<file path="src/mpq_pkg.sv">
`timescale 1ns / 1ps
// ----------------------------------------------------------------------------
// mpq_pkg
// Shared types and codes for the max priority queue.
// ----------------------------------------------------------------------------
package mpq_pkg;

    typedef enum logic {
        ACT_INSERT = 1'b0,
        ACT_DELETE = 1'b1
    } t_action;

    typedef enum logic [1:0] {
        ST_DONE  = 2'd0,
        ST_FULL  = 2'd1,
        ST_EMPTY = 2'd2
    } t_status;

    // queue size fixes the width of the count field
    localparam int unsigned QueueDepth = 16;
    localparam int unsigned CountW     = $clog2(QueueDepth + 1);

    typedef struct packed {
        t_action            action;
        logic signed [31:0] value;
    } t_in;

    typedef struct packed {
        t_status             status;
        logic signed [31:0]  removed_value;
        logic [CountW-1:0]   count;
    } t_out;

    // per-transaction control broadcast to every cell
    typedef struct packed {
        logic               ins;
        logic               del;
        logic signed [31:0] value;
    } t_cell_ctl;

endpackage

</file>
<file path="src/mpq_cell.sv">
`timescale 1ns / 1ps
// ----------------------------------------------------------------------------
// mpq_cell
// One slot of the sorted chain. Cells hold values in descending order from
// cell 0; an insert pushes smaller values one cell down, a delete pulls the
// whole chain one cell up.
// ----------------------------------------------------------------------------
module mpq_cell (
    input  logic                      i_clk,
    input  mpq_pkg::t_cell_ctl        i_ctl,
    input  logic                      i_occupied,
    input  logic                      i_prev_lt,
    input  logic signed [31:0]        i_prev_value,
    input  logic signed [31:0]        i_next_value,
    output logic                      o_lt,
    output logic signed [31:0]        o_value
);
    import mpq_pkg::*;

    logic signed [31:0] r_value;
    logic signed [31:0] n_value;

    // empty cells count as smaller than anything
    assign o_lt = !i_occupied || (r_value < i_ctl.value);

    always_comb begin
        n_value = r_value;
        if (i_ctl.ins && o_lt) begin
            n_value = i_prev_lt ? i_prev_value : i_ctl.value;
        end else if (i_ctl.del) begin
            n_value = i_next_value;
        end
    end

    always_ff @(posedge i_clk) begin
        r_value <= n_value;
    end

    assign o_value = r_value;

endmodule

</file>
<file path="src/max_priority_queue.sv">
`timescale 1ns / 1ps
// An accepted transaction's result is written to the output register at the next clock edge.
// Throughput: one transaction per cycle while o_stall is low; every cell of the chain
// compares in parallel, so an insert or delete finishes in the cycle it is accepted.
// Reset (synchronous, active low) empties the queue and drops any pending result;
// cell contents are not cleared, the entry count alone marks what is held.
// ----------------------------------------------------------------------------
// max_priority_queue
// Bounded sorted store of signed values with insert and delete-max, built as
// a chain of compare-and-shift cells with a registered result stage.
// ----------------------------------------------------------------------------
module max_priority_queue (
    input  logic          i_clk,
    input  logic          i_rst_n,
    input  logic          i_valid,
    input  mpq_pkg::t_in  i_data,
    output logic          o_stall,
    output logic          o_valid,
    output mpq_pkg::t_out o_data,
    input  logic          i_stall
);
    import mpq_pkg::*;

    localparam int unsigned CW = $clog2(QueueDepth + 1);

    logic [CW-1:0]      r_count;
    logic [CW-1:0]      n_count;
    logic               r_valid;
    t_out               r_out;
    t_out               n_out;
    t_cell_ctl          w_ctl;
    logic               w_in_acc;
    logic               w_full;
    logic               w_empty;
    logic signed [31:0] w_value [QueueDepth];
    logic               w_lt    [QueueDepth];

    assign o_stall  = r_valid && i_stall;
    assign w_in_acc = i_valid && !o_stall;
    assign w_full   = (r_count == CW'(QueueDepth));
    assign w_empty  = (r_count == '0);

    assign w_ctl.ins   = w_in_acc && (i_data.action == ACT_INSERT) && !w_full;
    assign w_ctl.del   = w_in_acc && (i_data.action == ACT_DELETE) && !w_empty;
    assign w_ctl.value = i_data.value;

    genvar g;
    generate
        for (g = 0; g < QueueDepth; g++) begin : g_cell
            logic               w_prev_lt;
            logic signed [31:0] w_prev_value;
            logic signed [31:0] w_next_value;

            if (g == 0) begin : g_head
                assign w_prev_lt    = 1'b0;
                assign w_prev_value = i_data.value;
            end else begin : g_body
                assign w_prev_lt    = w_lt[g-1];
                assign w_prev_value = w_value[g-1];
            end

            if (g == QueueDepth - 1) begin : g_tail
                assign w_next_value = '0;
            end else begin : g_link
                assign w_next_value = w_value[g+1];
            end

            mpq_cell u_cell (
                .i_clk        (i_clk),
                .i_ctl        (w_ctl),
                .i_occupied   (CW'(g) < r_count),
                .i_prev_lt    (w_prev_lt),
                .i_prev_value (w_prev_value),
                .i_next_value (w_next_value),
                .o_lt         (w_lt[g]),
                .o_value      (w_value[g])
            );
        end
    endgenerate

    always_comb begin
        n_count             = r_count;
        n_out.status        = ST_DONE;
        n_out.removed_value = '0;
        if (i_data.action == ACT_INSERT) begin
            if (w_full) begin
                n_out.status = ST_FULL;
            end else begin
                n_count = r_count + 1'b1;
            end
        end else begin
            if (w_empty) begin
                n_out.status = ST_EMPTY;
            end else begin
                n_count             = r_count - 1'b1;
                n_out.removed_value = w_value[0];
            end
        end
        n_out.count = CountW'(n_count);
    end

    always_ff @(posedge i_clk) begin
        if (!i_rst_n) begin
            r_count <= '0;
            r_valid <= 1'b0;
        end else begin
            if (w_in_acc) begin
                r_count <= n_count;
                r_valid <= 1'b1;
            end else if (!i_stall) begin
                r_valid <= 1'b0;
            end
        end
    end

    always_ff @(posedge i_clk) begin
        if (w_in_acc) begin
            r_out <= n_out;
        end
    end

    assign o_valid = r_valid;
    assign o_data  = r_out;

endmodule

</file>
<file path="config.mk">
export PLATFORM = sky130hd
export DESIGN_NAME = max_priority_queue
export DESIGN_NICKNAME = d
export VERILOG_FILES = /design/src/mpq_pkg.sv /design/src/mpq_cell.sv /design/src/max_priority_queue.sv
export SDC_FILE = /design/constraint.sdc
export NUM_CORES = 2
export LEC_CHECK = 0
export BUFFER_PORTS_ARGS = -buffer_cell sky130_fd_sc_hd__buf_2
export CORE_ASPECT_RATIO = 1.5
export CORE_MARGIN = 2
export CORE_UTILIZATION = 55
export DETAILED_ROUTE_END_ITERATION = 8
export GPL_TIMING_DRIVEN = 0
export MAX_ROUTING_LAYER = met4
export PLACE_DENSITY = 0.71
export REMOVE_ABC_BUFFERS = 1
export SYNTH_ARGS = -nofsm -noshare
export SYNTH_HDL_FRONTEND = slang
export SYNTH_SLANG_ARGS = --single-unit
</file>
<file path="constraint.sdc">
create_clock -name i_clk -period 12.5 [get_ports i_clk]
set_input_delay 2.5 -clock i_clk [delete_from_list [all_inputs] [get_ports i_clk]]
set_output_delay 2.5 -clock i_clk [all_outputs]
set_load 0.1 [all_outputs]
</file>
### Word-level counts from Yosys, hierarchy flattened

Cells that the tools add are included.

* flip-flop bits (word level): 557

* bitwise operators: 1
* reductions and logical operators: 75
* equality and inequality tests: 2
* $lt $le $gt $ge: 32
* $add $sub $neg: 2
* multiplexer cells: 55

Operators with widths (count)
* 32-bit 2-to-1 mux: 47
* 32-bit < comparator: 16
* 4-bit by 5-bit < comparator with 1-bit output (first input constant): 8
* 2-bit nonzero test: 16
* 1-bit logical AND: 22
* 3-bit by 5-bit < comparator with 1-bit output (first input constant): 4
* 1-bit logical NOT: 19
* 1-bit logical OR: 16
* 5-bit 2-to-1 mux: 3
* 1-bit by 5-bit < comparator with 1-bit output (first input constant): 2
* 2-bit by 5-bit < comparator with 1-bit output (first input constant): 2
* 5-bit by 1-bit adder with 5-bit output (second input constant): 1
* 5-bit == test (second input constant): 1
* 5-bit logical NOT: 1
* 5-bit by 1-bit subtractor with 5-bit output (second input constant): 1
* 2-bit 2-to-1 mux: 2
* 1-bit 2-to-1 mux: 3
* 2-bit by 1-bit != test with 1-bit output (second input constant): 1
* 2-bit OR reduction: 1
* 1-bit NOT: 1

### Longest topological paths before layout

* depth after elaboration: 7
* depth in mapped cells: 15
* mapped depth without buffers: 10

### Modules after synthesis

From an unflattened synthesis, not the netlist that was laid out.

* cells, all modules: 4278
* area total of the unflattened synthesis: 42429.4 um2

Modules (own cells, without submodules)
* mpq_cell (g_cell[0].u_cell ...): cells each 257, area each 2521.2 um2, times used 15
* mpq_cell (g_cell[14].u_cell): cells each 256, area each 2518.7 um2, times used 1
* max_priority_queue: cells each 167, area each 2093.3 um2, times used 1

### Worst setup path after synthesis

No wires, ideal clock.

* path type: input to register
* start point: input port i_data[2] (netlist bit)
* end point: register g_cell[15].u_cell.r_value[0] (enable)
* buffers on the path: 0
* stages on the path: 10
* setup time: 0.470 ns
* slack: 5.328 ns
* arrival time: 6.702 ns
* cell sequence: inv_1 > ha_1 > a211o_1 > a31oi_1 > nor3_1 > a211oi_1 > o41ai_1 > o21ai_0 > nand2_1 > a211oi_1

* word-level cells in the longest chain between the ends: 4

RTL lines
* from (decl): RTL line max_priority_queue.sv:16 `input mpq_pkg::t_in i_data,`
* 32-bit < comparator: RTL line mpq_cell.sv:24 `assign o_lt = !i_occupied || (r_value < i_ctl.value);`
* 1-bit logical OR: RTL line mpq_cell.sv:24
* 1-bit logical AND: RTL line mpq_cell.sv:28 `if (i_ctl.ins && o_lt) begin`
* 2-bit nonzero test (no line)
* to (signal assigned): RTL line mpq_cell.sv:36 `r_value <= n_value;`
* to (decl): RTL line mpq_cell.sv:20 `logic signed [31:0] r_value;`

No other way between the ends.
A chain may end at the register's enable or synchronous reset.

### Final worst setup path

* start point: input port i_data[31] (netlist bit)
* end point: register g_cell[8].u_cell.r_value[7] (enable)

* word-level cells in the longest chain between the ends: 4

RTL lines (RTL line)
* 32-bit < comparator: mpq_cell.sv:24
* 1-bit logical OR: mpq_cell.sv:24
* 1-bit logical AND: mpq_cell.sv:28
* 2-bit nonzero test (no line)
* to (signal assigned): mpq_cell.sv:36
* to (decl): mpq_cell.sv:20

No other way between the ends.

==> qor.yml <==
setup_path:
  r2r-start: "g_cell[8].u_cell.o_value[31]"
  critPathMaxFanout: 35
  crit_chain: "buf_2 -> inv_1 -> ha_1 -> clkinv_1 -> o2bb2ai_1 -> a211oi_4 -> buf_16 -> buf_16 -> buf_6 -> inv_1 -> nand2_1 -> a31oi_4 -> buf_16 -> nand2b_2"
  worst-setup-path-type: "primary input to flop"
  critPathMaxStageDelay_ps: 1310
  required_ps: 12790
  cp_slowest_cell: "ha_1"
  crit_top_cell: "buf_16"
  path_delay_family: "buffers and inverters"
  path_buf_inv: 8
  cp-start-kind: "primary input"
  crit_arrival_ps: 10860
  r2r_slack_ps: 4930
  reg2reg_to: "g_cell[8].u_cell.o_value[7]"
  critical_path.endpoint_type: "flop"
  r2r.worst_path.cells: 12
layout:
  drive_gt1_share_pct: 12.4
  nets: 4872
  syn_to_final_growth_pct: 9.28
  nFillCells: 6627
  postLayoutCoreUtil_pct: 60.5
sta:
  finalCritPeriodShare_pct: 84.5
  finalCriticalPeriod_ps: 10560
  drv_slew: 0
  setup_viol: 0
  skew_ps: 30.7
  maxSlewHeadroom_pct: 6.29
  hold_violations: 0
  max_slew.worst_pin.slew_ps: 1400
  fin_setup_tns_ps: 0
  max_freq_ghz: 0.0947
  rsz0062_at_grt: "no"
power:
  max-vdd-ir-drop_uv: 119
  finalPower_mw: 6.81
  power_leakage_nw: 19.6
  p_per_area_mw_per_mm2: 141
global_route:
  grt_pass1_vias: 37400
  grt_overflow: 0
  grt_pass1_wl_um: 217000
  grt_usage_pct: 34.6
  grt_max_degree: 100
  antenna_found_initial: 2
synth:
  synth_cell_types: 85
  yosys-top-cells-count: "551 x edfxtp_1, 499 x ha_1, 480 x a21oi_1, 318 x mux2i_1"
  synthCells: 4465
  ys_seq_area_share_pct: 37.7
  yosys.area.top_type_share_pct: 37.5
  syn-cell-area_mm2: 0.0442
  synth_area_leaders: "edfxtp_1 37%, ha_1 14%, mux2i_1 7.2%"
  async_flop_share_pct: 0
  ys.flop_type: "edfxtp_1"
  ys_warn_count: 0
  synth_most_common_cell: "edfxtp_1"
  ys_ff_latch: 557
  synth_edf_count: 551
  avgSynthCellArea_um2: 9.89
  yosysTopAreaCell: "edfxtp_1"
route:
  drc: 0
  viasPerCell: 6.96
  drt-wirelength-per-cell_um: 26.1
  drtAntennaViolNets: 0
  totalWireLength_um: 141000
  via_count: 37700
  drtPass1Iterations: 6
  first_iter_violations: 3679
floorplanning:
  initial_core_util_pct: 55.4
  dieArea_mm2: 0.0826
  ioPinCount: 78
  rows: 127
  dieHeight_um: 351
  die_w_um: 235
  coreArea_mm2: 0.0798
clock_tree:
  clk_latency_ps: 690
  cts_tree: "done"
  ctsHtreeMaxLevel: 2
  clkTransAtPathRegs_ps: 60
  cts.sinks: 557
  post_cts_resized: 0
  clock_path_buffers: 3
  post_cts_buffers: 0
  cts_inserted_buffers: 58
  cts_root_buf: "clkbuf_16"
  ctsHoldBuffers: 0
placed_design:
  io_buffers: 77
  dp_hpwl_um: 99900
  gp_congestion: 0.909
worst_hold_path:
  hold_path.class: "flop to flop"
  min_to: "o_valid"
  worstHoldStart: "o_valid"
  holdPathStages: 3
outcome:
  outcome: "complete, no violations"
run:
  maxCapViolations: 0
[metrics by stage]
step	cells	hold slack, ps	cell area (um^2)	setup WS (ps)
after floorplan	4128	535	42700	94.9
after global placement	5237	555	44400	-8880
after detailed placement	5306	569	46200	1610
after CTS	5413	585	48200	2270
after global routing	5417	600	48300	1650
final	5418	584	48300	1940
[tightest hold or removal path: cells and delay by family, from the launching register on]
family,cells,cell delay [ps]
buffers and inverters,1,60
flip-flops,1,330
AO/OA/AOI/OAI,1,100
AND/OR/NAND/NOR,1,60
[flip-flops by register name (all words and copies together), names as in the netlist]
name                   count
g_cell.u_cell.o_value    512
o_data                    39
r_count                    5
o_valid                    1
[power by group]
part	switching, mW	leakage, nW	total (mW)	internal (mW)
Sequential	0.259	5.30	2.67	2.41
Combinational	1.34	13.3	2.19	0.855
Clock	0.852	1.00	1.95	1.09
[layer usage]
metal  up-vias  wire length, um  GRT usage, %
met5         -                0             -
li1      17000                -             -
met3       583             9810          4.36
met4         0             9490          21.2
met1     18300            54000          40.0
met2      1855            68200          57.5
[worst max path at each step]
stage	cells after the start	startpoint	slack [ps]	end
final	14	i_data[31]	1940	g_cell[8].u_cell.o_value[7]
after global routing	14	i_data[31]	1650	g_cell[8].u_cell.o_value[7]
after CTS	14	i_data[31]	2270	g_cell[8].u_cell.o_value[7]
after detailed placement	14	i_data[31]	1610	g_cell[8].u_cell.o_value[4]
after global placement	6	i_stall	-8880	g_cell[13].u_cell.o_value[7]
after floorplan	8	i_data[31]	90	g_cell[9].u_cell.o_value[0]
[cell type report]
class / count / area (um^2) / area share [%]
Inverter: 86 / 323 / 0.669
Timing Repair Buffer: 148 / 1880 / 3.89
Antenna cell: 3 / 7.51 / 0.0156
Clock inverter: 45 / 528 / 1.09
Sequential cell: 557 / 16700 / 34.5
Clock buffer: 62 / 1500 / 3.10
Multi-Input combinational cell: 3485 / 26100 / 54.0
Tap cell: 1032 / 1290 / 2.68
[cells in the final DEF, fill, tap and decap left out, drive strengths merged, types with 7 or more instances in the layout]
cell	n
a31oi	18
nand2	291
a221o	10
a211oi	52
mux2i	318
nor4	43
ha	499
a21o	69
o22ai	64
o22a	32
nand4	88
and3	38
bufinv	11
or3	37
clkbuf	62
clkinv	32
and2	16
o21a	18
buf	148
a211o	7
nand3	134
o211ai	41
nand2b	60
o31ai	70
and4	15
edfxtp	551
nor3	116
a221oi	42
nor2b	39
o31a	33
o21ai	250
o211a	34
a31o	34
nor2	291
inv	86
a21oi	480
mux2	195
[kinds of logic after synthesis]
kind of cell | after synthesis | synth area share, %
XOR/XNOR | 5 | 0.0992
multiplexers | 513 | 12.7
AND/OR/NAND/NOR | 1177 | 12.8
flip-flops | 557 | 37.7
adder cells (fa/ha/maj) | 499 | 14.1
buffers and inverters | 423 | 4.05
AO/OA/AOI/OAI | 1291 | 18.5
No activity file was read; power rests on OpenSTA's default activity.
